`config.mk`:
```
export PLATFORM = sky130hd
export DESIGN_NAME = biquad_iir_filter
export DESIGN_NICKNAME = d
export VERILOG_FILES = /design/src/sv/biq_pkg.sv /design/src/sv/biq_sequencer.sv /design/src/sv/biq_datapath.sv /design/src/sv/biquad_iir_filter.sv
export SDC_FILE = /design/constraint.sdc
export NUM_CORES = 2
export LEC_CHECK = 0
export ABC_AREA = 1
export ABC_CLOCK_PERIOD_IN_PS = 8100
export BUFFER_PORTS_ARGS = -buffer_cell sky130_fd_sc_hd__clkbuf_2
export CAP_MARGIN = 30
export CORE_ASPECT_RATIO = 1.2
export CORE_MARGIN = 3
export CORE_UTILIZATION = 35
export CTS_CLUSTER_SIZE = 24
export DETAILED_ROUTE_END_ITERATION = 12
export PLACE_DENSITY = 0.57
export SLEW_MARGIN = 20
export SYNTH_ARGS = -nofsm -noshare
export SYNTH_HDL_FRONTEND = slang
export SYNTH_HIERARCHICAL = 1
export SYNTH_SLANG_ARGS = --single-unit
```
`constraint.sdc`:
```
create_clock -name aclk -period 8.1 [get_ports aclk]
set_clock_uncertainty 0.15 [all_clocks]
set_input_delay 0.81 -clock aclk [delete_from_list [all_inputs] [get_ports aclk]]
set_output_delay 0.81 -clock aclk [all_outputs]
set_load 0.005 [all_outputs]
```
`src/sv/biq_pkg.sv`:
```
// ----------------------------------------------------------------------------
// biq_pkg
// Types, constants and the control program of the biquad filter.
// ----------------------------------------------------------------------------
`default_nettype none

package biq_pkg;

    // Field widths of the sample and coefficient formats.
    localparam int SAMPLE_W  = 16;               // Q1.15
    localparam int COEF_W    = 20;               // Q4.16
    localparam int COEF_FRAC = COEF_W - 4;
    localparam int ACC_W     = 40;               // state accumulators
    localparam int PROD_W    = SAMPLE_W + COEF_W; // full product, fits in ACC_W
    localparam int SUM_W     = ACC_W + 2;        // exact sum of three accumulator terms

    // Configuration register indexes.
    localparam int CFG_IDX_W = 3;
    typedef enum logic [CFG_IDX_W-1:0] {
        REG_ENABLE = 3'd0,
        REG_B0     = 3'd1,
        REG_B1     = 3'd2,
        REG_B2     = 3'd3,
        REG_A1     = 3'd4,
        REG_A2     = 3'd5
    } cfg_index_t;

    // Payloads of the two channels.
    typedef struct packed {
        logic signed [SAMPLE_W-1:0] sample_in;
        logic                       block_end_in;
    } in_item_t;

    typedef struct packed {
        logic signed [SAMPLE_W-1:0] sample_out;
        logic                       block_end_out;
    } out_item_t;

    typedef struct packed {
        logic signed [COEF_W-1:0] b0;
        logic signed [COEF_W-1:0] b1;
        logic signed [COEF_W-1:0] b2;
        logic signed [COEF_W-1:0] a1;
        logic signed [COEF_W-1:0] a2;
    } coef_set_t;

    // Control word fields.
    typedef enum logic [2:0] {
        COEF_B0 = 3'd0,
        COEF_B1 = 3'd1,
        COEF_B2 = 3'd2,
        COEF_A1 = 3'd3,
        COEF_A2 = 3'd4
    } coef_sel_t;

    typedef enum logic {
        MUL_X = 1'b0,
        MUL_Y = 1'b1
    } mul_src_t;

    typedef enum logic [1:0] {
        ACC_ZERO = 2'd0,
        ACC_SELF = 2'd1,
        ACC_D1   = 2'd2,
        ACC_D2   = 2'd3
    } acc_src_t;

    typedef enum logic [1:0] {
        OP_HOLD = 2'd0,
        OP_ADD  = 2'd1,
        OP_SUB  = 2'd2
    } acc_op_t;

    typedef enum logic {
        Y_RSAT = 1'b0,
        Y_X    = 1'b1
    } y_src_t;

    typedef enum logic {
        COND_NEVER  = 1'b0,
        COND_BYPASS = 1'b1
    } jump_cond_t;

    localparam int STEP_W = 4;

    // Program entry points.
    localparam logic [STEP_W-1:0] STEP_START  = 4'd0;
    localparam logic [STEP_W-1:0] STEP_BYPASS = 4'd8;

    typedef struct packed {
        coef_sel_t         coef_sel;
        mul_src_t          mul_src;
        logic              mul_en;
        acc_src_t          acc_src;
        acc_op_t           acc_op;
        logic              rnd;
        logic              y_wr;
        y_src_t            y_src;
        logic              d1_wr;
        logic              d2_wr;
        jump_cond_t        cond;
        logic [STEP_W-1:0] target;
        logic              last;
    } ctrl_word_t;

    typedef struct packed {
        ctrl_word_t        ctrl;
        logic              fire;
        logic              done;
        logic              idle;
        logic              run;
        logic [STEP_W-1:0] step;
    } seq_status_t;

    // Control store. The multiplier result is registered, so a product
    // requested in one step is consumed in the next.
    function automatic ctrl_word_t biq_rom(input logic [STEP_W-1:0] step);
        ctrl_word_t w;
        w = ctrl_word_t'('0);
        case (step)
            4'd0: begin   // b0*x; leave for pass-through if filtering is off
                w.coef_sel = COEF_B0; w.mul_src = MUL_X; w.mul_en = 1'b1;
                w.cond = COND_BYPASS; w.target = STEP_BYPASS;
            end
            4'd1: begin   // acc = d1 + b0*x + half LSB; b1*x
                w.acc_src = ACC_D1; w.acc_op = OP_ADD; w.rnd = 1'b1;
                w.coef_sel = COEF_B1; w.mul_src = MUL_X; w.mul_en = 1'b1;
            end
            4'd2: begin   // y = round and saturate; acc = d2 + b1*x
                w.y_wr = 1'b1; w.y_src = Y_RSAT;
                w.acc_src = ACC_D2; w.acc_op = OP_ADD;
            end
            4'd3: begin   // a1*y
                w.coef_sel = COEF_A1; w.mul_src = MUL_Y; w.mul_en = 1'b1;
            end
            4'd4: begin   // acc -= a1*y; b2*x
                w.acc_src = ACC_SELF; w.acc_op = OP_SUB;
                w.coef_sel = COEF_B2; w.mul_src = MUL_X; w.mul_en = 1'b1;
            end
            4'd5: begin   // d1 = sat(acc); acc = b2*x; a2*y
                w.d1_wr = 1'b1;
                w.acc_src = ACC_ZERO; w.acc_op = OP_ADD;
                w.coef_sel = COEF_A2; w.mul_src = MUL_Y; w.mul_en = 1'b1;
            end
            4'd6: begin   // acc -= a2*y
                w.acc_src = ACC_SELF; w.acc_op = OP_SUB;
            end
            4'd7: begin   // d2 = sat(acc); result ready
                w.d2_wr = 1'b1; w.last = 1'b1;
            end
            4'd8: begin   // pass-through: y = x
                w.y_wr = 1'b1; w.y_src = Y_X;
            end
            4'd9: begin
                w.last = 1'b1;
            end
            default: begin
                w.last = 1'b1;
            end
        endcase
        return w;
    endfunction

endpackage

`default_nettype wire

```
`src/sv/biq_sequencer.sv`:
```
// ----------------------------------------------------------------------------
// biq_sequencer
// Step counter and control store lookup with a conditional jump.
// ----------------------------------------------------------------------------
`default_nettype none

module biq_sequencer
    import biq_pkg::*;
(
    input  wire logic  aclk,
    input  wire logic  aresetn,
    input  wire logic  start,
    input  wire logic  filter_enable,
    input  wire logic  out_free,
    output seq_status_t status
);

    typedef enum logic [1:0] {
        SEQ_IDLE = 2'b01,
        SEQ_RUN  = 2'b10
    } seq_state_t;

    seq_state_t        state_reg, state_next;
    logic [STEP_W-1:0] step_reg, step_next;
    ctrl_word_t        word;
    logic              fire;
    logic              done;
    logic              take_jump;

    always_comb begin
        word      = biq_rom(step_reg);
        // The final step waits until the output register can take the result.
        fire      = (state_reg == SEQ_RUN) && (!word.last || out_free);
        done      = fire && word.last;
        take_jump = (word.cond == COND_BYPASS) && !filter_enable;
    end

    always_comb begin
        state_next = state_reg;
        step_next  = step_reg;
        if (start) begin
            state_next = SEQ_RUN;
            step_next  = STEP_START;
        end else if (fire) begin
            if (word.last) begin
                state_next = SEQ_IDLE;
            end else if (take_jump) begin
                step_next = word.target;
            end else begin
                step_next = step_reg + 1'b1;
            end
        end
    end

    always_ff @(posedge aclk) begin
        if (!aresetn) begin
            state_reg <= SEQ_IDLE;
            step_reg  <= STEP_START;
        end else begin
            state_reg <= state_next;
            step_reg  <= step_next;
        end
    end

    assign status.ctrl = word;
    assign status.fire = fire;
    assign status.done = done;
    assign status.idle = (state_reg == SEQ_IDLE);
    assign status.run  = (state_reg == SEQ_RUN);
    assign status.step = step_reg;

endmodule

`default_nettype wire

```
`src/sv/biq_datapath.sv`:
```
// ----------------------------------------------------------------------------
// biq_datapath
// Shared multiplier, accumulator, output rounding and the two delay states.
// ----------------------------------------------------------------------------
`default_nettype none

module biq_datapath
    import biq_pkg::*;
(
    input  wire logic                       aclk,
    input  wire logic                       aresetn,
    input  wire seq_status_t                seq,
    input  wire logic                       x_load,
    input  wire logic signed [SAMPLE_W-1:0] x_in,
    input  wire coef_set_t                  coefs,
    output logic signed [SAMPLE_W-1:0]      y_out
);

    localparam logic signed [SUM_W-1:0] ROUND = SUM_W'(1) << (COEF_FRAC - 1);
    localparam logic signed [SUM_W-1:0] Y_MAX = SUM_W'((64'sd1 << (SAMPLE_W - 1)) - 1);
    localparam logic signed [SUM_W-1:0] Y_MIN = -Y_MAX - 1;
    localparam logic signed [ACC_W-1:0] D_MAX = {1'b0, {(ACC_W-1){1'b1}}};
    localparam logic signed [ACC_W-1:0] D_MIN = {1'b1, {(ACC_W-1){1'b0}}};

    logic signed [SAMPLE_W-1:0] x_reg;
    logic signed [SAMPLE_W-1:0] y_reg, y_next;
    logic signed [PROD_W-1:0]   prod_reg, prod_next;
    logic signed [SUM_W-1:0]    acc_reg, acc_next;
    logic signed [ACC_W-1:0]    d1_reg, d2_reg;

    logic signed [COEF_W-1:0]   coef_mux;
    logic signed [SAMPLE_W-1:0] mul_op;
    logic signed [SUM_W-1:0]    acc_a;
    logic signed [SUM_W-1:0]    prod_ext;
    logic signed [SUM_W-1:0]    y_shift;
    logic signed [SAMPLE_W-1:0] y_sat;
    logic signed [ACC_W-1:0]    acc_sat;
    logic                       acc_ovf;

    // Multiplier operands.
    always_comb begin
        case (seq.ctrl.coef_sel)
            COEF_B0: coef_mux = coefs.b0;
            COEF_B1: coef_mux = coefs.b1;
            COEF_B2: coef_mux = coefs.b2;
            COEF_A1: coef_mux = coefs.a1;
            COEF_A2: coef_mux = coefs.a2;
            default: coef_mux = coefs.b0;
        endcase
        mul_op    = (seq.ctrl.mul_src == MUL_Y) ? y_reg : x_reg;
        prod_next = coef_mux * mul_op;
    end

    // Accumulator: selected base plus or minus product and rounding half; or hold.
    always_comb begin
        case (seq.ctrl.acc_src)
            ACC_ZERO: acc_a = '0;
            ACC_SELF: acc_a = acc_reg;
            ACC_D1:   acc_a = SUM_W'(d1_reg);
            ACC_D2:   acc_a = SUM_W'(d2_reg);
            default:  acc_a = '0;
        endcase
        // The full product is narrower than the accumulator, so it never clips.
        prod_ext = SUM_W'(prod_reg);
        case (seq.ctrl.acc_op)
            OP_ADD:  acc_next = acc_a + prod_ext + (seq.ctrl.rnd ? ROUND : '0);
            OP_SUB:  acc_next = acc_a - prod_ext + (seq.ctrl.rnd ? ROUND : '0);
            OP_HOLD: acc_next = acc_reg;
            default: acc_next = acc_reg;
        endcase
    end

    // Output sample: floor shift of the rounded sum, then clamp.
    always_comb begin
        y_shift = acc_reg >>> COEF_FRAC;
        if (y_shift > Y_MAX) begin
            y_sat = Y_MAX[SAMPLE_W-1:0];
        end else if (y_shift < Y_MIN) begin
            y_sat = Y_MIN[SAMPLE_W-1:0];
        end else begin
            y_sat = y_shift[SAMPLE_W-1:0];
        end
        y_next = (seq.ctrl.y_src == Y_X) ? x_reg : y_sat;
    end

    // State saturation to the accumulator width.
    always_comb begin
        acc_ovf = (acc_reg[SUM_W-1:ACC_W-1] != {(SUM_W-ACC_W+1){acc_reg[SUM_W-1]}});
        if (acc_ovf) begin
            acc_sat = acc_reg[SUM_W-1] ? D_MIN : D_MAX;
        end else begin
            acc_sat = acc_reg[ACC_W-1:0];
        end
    end

    always_ff @(posedge aclk) begin
        if (x_load) begin
            x_reg <= x_in;
        end
        if (seq.fire && seq.ctrl.mul_en) begin
            prod_reg <= prod_next;
        end
        if (seq.fire) begin
            acc_reg <= acc_next;
        end
        if (seq.fire && seq.ctrl.y_wr) begin
            y_reg <= y_next;
        end
    end

    always_ff @(posedge aclk) begin
        if (!aresetn) begin
            d1_reg <= '0;
            d2_reg <= '0;
        end else begin
            if (seq.fire && seq.ctrl.d1_wr) begin
                d1_reg <= acc_sat;
            end
            if (seq.fire && seq.ctrl.d2_wr) begin
                d2_reg <= acc_sat;
            end
        end
    end

    assign y_out = y_reg;

endmodule

`default_nettype wire

```
`src/sv/biquad_iir_filter.sv`:
```
// ----------------------------------------------------------------------------
// biquad_iir_filter
// Second-order IIR filter, transposed direct form II, on a microcoded datapath.
// ----------------------------------------------------------------------------
//
//   Channel   Ports                               Moves
//   input     s_valid, s_ready, s_data            one sample request
//   output    m_valid, m_ready, m_data            one filtered sample
//   config    cfg_wr_en, cfg_index, cfg_wr_data   one register write
//
// A filtered sample runs steps 0 to 7 of the control program in order; with
// filtering off, a pass-through runs steps 0, 8 and 9. The one multiplier
// runs five products per sample, and the product register feeds the
// accumulator in the following step.
// A new request is taken in the cycle the previous result is handed over.
// Reset clears the delay states and loads the reset coefficients (b0 = 1.0).
// A stalled output holds the sequencer at its last step; nothing is lost.
//
// ----------------------------------------------------------------------------
`default_nettype none

module biquad_iir_filter
    import biq_pkg::*;
(
    input  wire logic                  aclk,
    input  wire logic                  aresetn,

    input  wire logic                  s_valid,
    output logic                       s_ready,
    input  wire in_item_t              s_data,

    output logic                       m_valid,
    input  wire logic                  m_ready,
    output out_item_t                  m_data,

    input  wire logic                  cfg_wr_en,
    input  wire logic [CFG_IDX_W-1:0]  cfg_index,
    input  wire logic [COEF_W-1:0]     cfg_wr_data
);

    // Configuration registers. The user must make writes only while the filter is idle; the block does not enforce it.
    logic       enable_reg;
    coef_set_t  coef_reg;

    // Block-end flag of the request in flight, and the output register.
    logic        block_end_reg;
    out_item_t   out_reg;
    logic        m_valid_reg;

    seq_status_t seq;
    logic        in_accept;
    logic        out_free;
    logic signed [SAMPLE_W-1:0] y_value;

    always_ff @(posedge aclk) begin
        if (!aresetn) begin
            enable_reg  <= 1'b0;
            coef_reg.b0 <= COEF_W'(1) << COEF_FRAC;
            coef_reg.b1 <= '0;
            coef_reg.b2 <= '0;
            coef_reg.a1 <= '0;
            coef_reg.a2 <= '0;
        end else if (cfg_wr_en) begin
            // Unknown indexes fall through and are ignored.
            case (cfg_index)
                REG_ENABLE: enable_reg  <= cfg_wr_data[0];
                REG_B0:     coef_reg.b0 <= cfg_wr_data;
                REG_B1:     coef_reg.b1 <= cfg_wr_data;
                REG_B2:     coef_reg.b2 <= cfg_wr_data;
                REG_A1:     coef_reg.a1 <= cfg_wr_data;
                REG_A2:     coef_reg.a2 <= cfg_wr_data;
                default:    ;
            endcase
        end
    end

    // The output register is free when empty or being drained this cycle.
    assign out_free  = !m_valid_reg || m_ready;

    // A request is taken while idle, or in the cycle the previous result
    // moves into the output register, so back-to-back samples lose no cycle.
    assign s_ready   = seq.idle || seq.done;
    assign in_accept = s_valid && s_ready;

    biq_sequencer u_seq (
        .aclk          (aclk),
        .aresetn       (aresetn),
        .start         (in_accept),
        .filter_enable (enable_reg),
        .out_free      (out_free),
        .status        (seq)
    );

    biq_datapath u_dp (
        .aclk    (aclk),
        .aresetn (aresetn),
        .seq     (seq),
        .x_load  (in_accept),
        .x_in    (s_data.sample_in),
        .coefs   (coef_reg),
        .y_out   (y_value)
    );

    always_ff @(posedge aclk) begin
        if (in_accept) begin
            block_end_reg <= s_data.block_end_in;
        end
        if (seq.done) begin
            out_reg.sample_out    <= y_value;
            out_reg.block_end_out <= block_end_reg;
        end
    end

    always_ff @(posedge aclk) begin
        if (!aresetn) begin
            m_valid_reg <= 1'b0;
        end else if (seq.done) begin
            m_valid_reg <= 1'b1;
        end else if (m_ready) begin
            m_valid_reg <= 1'b0;
        end
    end

    assign m_valid = m_valid_reg;
    assign m_data  = out_reg;

    // The sequencer never finishes into an output register that still holds
    // an untaken result.
    a_done_into_free: assert property (@(posedge aclk) disable iff (!aresetn)
        seq.done |-> (!m_valid_reg || m_ready))
        else $error("result written over a pending output");

    // Every finished program run shows a result in the next cycle.
    a_done_shows: assert property (@(posedge aclk) disable iff (!aresetn)
        seq.done |=> m_valid)
        else $error("finished run did not raise m_valid");

    // An accepted request starts the program from its first step.
    a_accept_starts: assert property (@(posedge aclk) disable iff (!aresetn)
        in_accept |=> (seq.run && seq.step == STEP_START))
        else $error("accepted request did not start the program");

    // With filtering off the delay states are never written.
    a_bypass_holds: assert property (@(posedge aclk) disable iff (!aresetn)
        (seq.fire && (seq.ctrl.d1_wr || seq.ctrl.d2_wr)) |-> enable_reg)
        else $error("delay state written while filtering is off");

endmodule

`default_nettype wire

```
# Word level (Yosys, flattened, before mapping)
# Index checks and enable logic that the tools add are counted.
# Widths: inputs -> output; s select.
# classes
n_addsub	5
n_lt_le_gt_ge	2
div	0
reduce_logical	31
n_bitwise	1
eq_ne	26
shift	0
mul	1
mux	24
# ops
cell	count
$pmux 42 s4	1
$add 42x42->42	3
$pmux 42 s2	1
$mux 16	5
$mux 40	2
$pmux 20 s4	1
$sub 42x42->42	1
$mul 20x16->36	1
$gt 26x16->1 const B	1
$lt 26x16->1 const B	1
$pmux 5 s5	1
$reduce_and 2->1	9
$eq 4x3->1 const B	4
$pmux 4 s4	1
$eq 3x2->1 const B	4
$eq 3x3->1 const B	3
$eq 2x2->1 const B	4
$eq 4x2->1 const B	2
$logic_and 1x1->1	8
$reduce_or 8->1	1
$eq 2x1->1 const B	3
$eq 3x1->1 const B	2
$mux 1	6
$mux 2	3
other kinds (16)	22
# word_totals
inputBits	45
mem_bits_rw	0
memories	0
out_inout_bits	19
wordCells	108
regBits	316
latch_bits	0
mem_bits_ro	0

# Longest topological paths before layout
# logic_depth
depth_word	9
depth_mapped	38
depth_no_buf	36

# Modules after synthesis
# Netlist, hierarchy kept.
# modules_own_cells
mod	area_each_um2	n_inst	cells_each
biq_datapath	29927.5	1	4285
biquad_iir_filter	4703.3	1	612
biq_sequencer	584.3	1	96

# Worst setup path after synthesis
# OpenSTA, ideal clock, no wires.
# synth_timing
kind	reg2reg
start	reg u_seq.step_reg[0]
end	reg u_dp.prod_reg[27] (data pin)
setup_slack_ns	1.229
path_buffers	2
t_arrival_ns	6.456
synth_period_minus_slack_ns	6.871
path_stages_with_launch	30
required_time_ns	7.685
cell_sequence	dfxtp_1 -> inv_1 -> ha_1 -> nand3_1 -> nand2_1 -> nand2_1 -> nor2_2 -> buf_4 -> nand2_1 -> nand2_1 -> a21oi_1 -> nand3_1 -> o21ai_2 -> buf_6 -> nor2_4 -> fa_1 -> fa_1 -> fa_1 -> fa_1 -> fa_1 -> inv_1 -> fa_1 -> inv_1 -> ha_1 -> nand2_1 -> inv_1 -> a21oi_1 -> a21boi_0 -> o211ai_1 -> xor2_1
# synth_lines
element	line_no	source
start, declared	biq_sequencer.sv:24	logic [STEP_W-1:0] step_reg, step_next;
start signal, assigned	biq_sequencer.sv:61	step_reg <= step_next;
end signal, assigned	biq_datapath.sv:101	prod_reg <= prod_next;
end, declared	biq_datapath.sv:27	logic signed [PROD_W-1:0] prod_reg, prod_next;

==> impl_results.md <==
* Core area at 99000 sq um
* Iteration-0 DRC Markers at 2025
* Post-CTS sizing at 0
* RSZ-0062 raised after global routing: false
* CTS Hold Bufs at 0
* Critical path type: reg -> reg
* Worst min-delay path category: in -> reg
* Syn nets at 5648
* Vias/cell at 4.93
* Final estimated routing congestion in global placement at 0.975
* First-pass GRT wire length at 181000 um
* Status: completed
* Slew Viols, Final at 0
* Minimum clock period at 7.77 ns
* Synth Instances at 4987
* Crit. End Element: flop
* FF+latch area at 7610 sq um
* Clock Path Buffers at 3
* Startpoint Class: flop
* Syn Area/Cell at 7.05 sq um
* Root Buffer: clkbuf_16
* Leak at 0.0204 uW
* Area occupied by multi-input gates at 22700 sq um
* Clk sinks at 316
* Pwr dens at 207 nW/um^2
* Post-CTS setup buffer count at 0
* Critical path buffers and inverters at 8
* Worst EP arrival at 7.97 ns
* Synth warn at 6
* Area growth from synthesis to layout at 8.97%
* Site Rows at 126
* Final HPWL DP at 95800 um
* Largest register FFs at 100
* # fillers at 10700
* Max cap viols at 0
* Kind of cell adding the most delay to the critical path: adder cells
* DRT antenna net count at 0
* CP required at 8.30 ns
* Share of cells above drive strength 1 at 5.78%
* Critical Path Slowest Stage Cell: fa_1
* Fmax at 129 MHz
* Hold Crit Depth at 1
* Total power at 7930 uW
* DR WL/cell at 18.5 um
* Placed cells at 6258
* Hold EP: u_dp/x_reg[13]$_DFFE_PP_
* Worst skew pair latency at 0.59 ns
* CP Max Fanout at 14
* Grt ovf at 0
* Die area at 104000 sq um
* Post-Syn Area at 35200 sq um
* Commonest non-fill, non-tap cells in the layout: nand2_1, inv_1, nor2_1, fa_1, ha_1
* Initial cell density of the core at 35.5%
* Vias in the first global route at 31300
* Layout Cells excl Fill at 6331
* Peak VDD IR at 196 uV
* Max stage delay on crit path at 0.58 ns
* Die Width at 295 um
* Vias at 31200
* Residual DRC at 0
* # IOs at 64
* Worst r2r dst: u_dp/prod_reg[33]$_DFFE_PP_
* # H-tree levels at 2
* Least-Margin Pin Slew at 0.968 ns
* Antenna cells at 0
* Buffers on Ports at 63
* R2R Setup Slk at 0.33 ns
* Tcrit/Tclk final at 95.9%
* Placement Setup Slack at 0.229 ns
* Final WS setup at 0.334 ns
* CTS Buf Count at 39
* Pin count of the biggest net entering global routing at 78
* CTS tree: yes
* Initial antenna violation count at 1
* Fin nets at 5681
* Worst R2R Path Depth at 32
* TNS Setup at 0 ns
* Commonest non-fill, non-tap cell in the layout: nand2_1
* Fin. Hold Viols at 0
* Die Y at 353 um
* Pre-Repair DR Iteration Count at 6
* GRT Total Usage at 22.5%
* Worst-path clk slew at 0.06 ns
* Worst hold start: s_data[14]
* Drt total wl at 117000 um
* # setup viols final at 0
* Crit Reg-Reg Startpoint: u_seq/step_reg[0]$_SDFFE_PP0P_
* Relative slew slack at 34.9%
layout make-up:
type / instances / share of cell area [%]
Tap cell: 1280 / 4.18
Timing Repair Buffer: 132 / 2.50
Clock inverter: 16 / 0.408
Sequential cell: 316 / 19.8
Multi-Input combinational cell: 3429 / 59.3
Inverter: 1102 / 10.8
Clock buffer: 56 / 2.95
metrics by stage:
| stage | area, sq um | utilization, % | hold WS (ns) |
|---|---|---|---|
| after detailed placement | 37000 | 37.3 | 0.261 |
| final | 38300 | 38.7 | 0.240 |
| after global placement | 36900 | 37.3 | 0.253 |
| after CTS | 38300 | 38.6 | 0.203 |
| after floorplan | 35200 | - | 0.250 |
| after global routing | 38300 | 38.7 | 0.222 |
per-layer routing:
layer	up-vias	share of wire (%)	track usage, %
met2	953	48	39.0
met4	2	5.0	9.99
met1	14800	42	28.0
met3	257	5.0	2.54
li1	15200	-	-
met5	-	0.010	0
worst max-delay path by stage:
stage | from | end | slack, ns | cells past startpoint
floorplan | u_seq/step_reg[0]$_SDFFE_PP0P_ | u_dp/prod_reg[27]$_DFFE_PP_ | 1.23 | 29
global route | u_seq/step_reg[0]$_SDFFE_PP0P_ | u_dp/prod_reg[27]$_DFFE_PP_ | 0.02 | 28
global placement | u_seq/step_reg[0]$_SDFFE_PP0P_ | u_dp/prod_reg[33]$_DFFE_PP_ | 0.29 | 32
detailed placement | u_seq/step_reg[0]$_SDFFE_PP0P_ | u_dp/prod_reg[33]$_DFFE_PP_ | 0.23 | 32
CTS | u_seq/step_reg[0]$_SDFFE_PP0P_ | u_dp/prod_reg[33]$_DFFE_PP_ | 0.20 | 32
finish | u_seq/step_reg[0]$_SDFFE_PP0P_ | u_dp/prod_reg[33]$_DFFE_PP_ | 0.33 | 32
where the power goes:
group / switching [uW] / internal (uW)
Sequential: 71.8 / 1880
Clock: 767 / 993
Combinational: 2750 / 1470
Total: 3590 / 4340
Note: power is estimated with default switching activity, not from simulation.
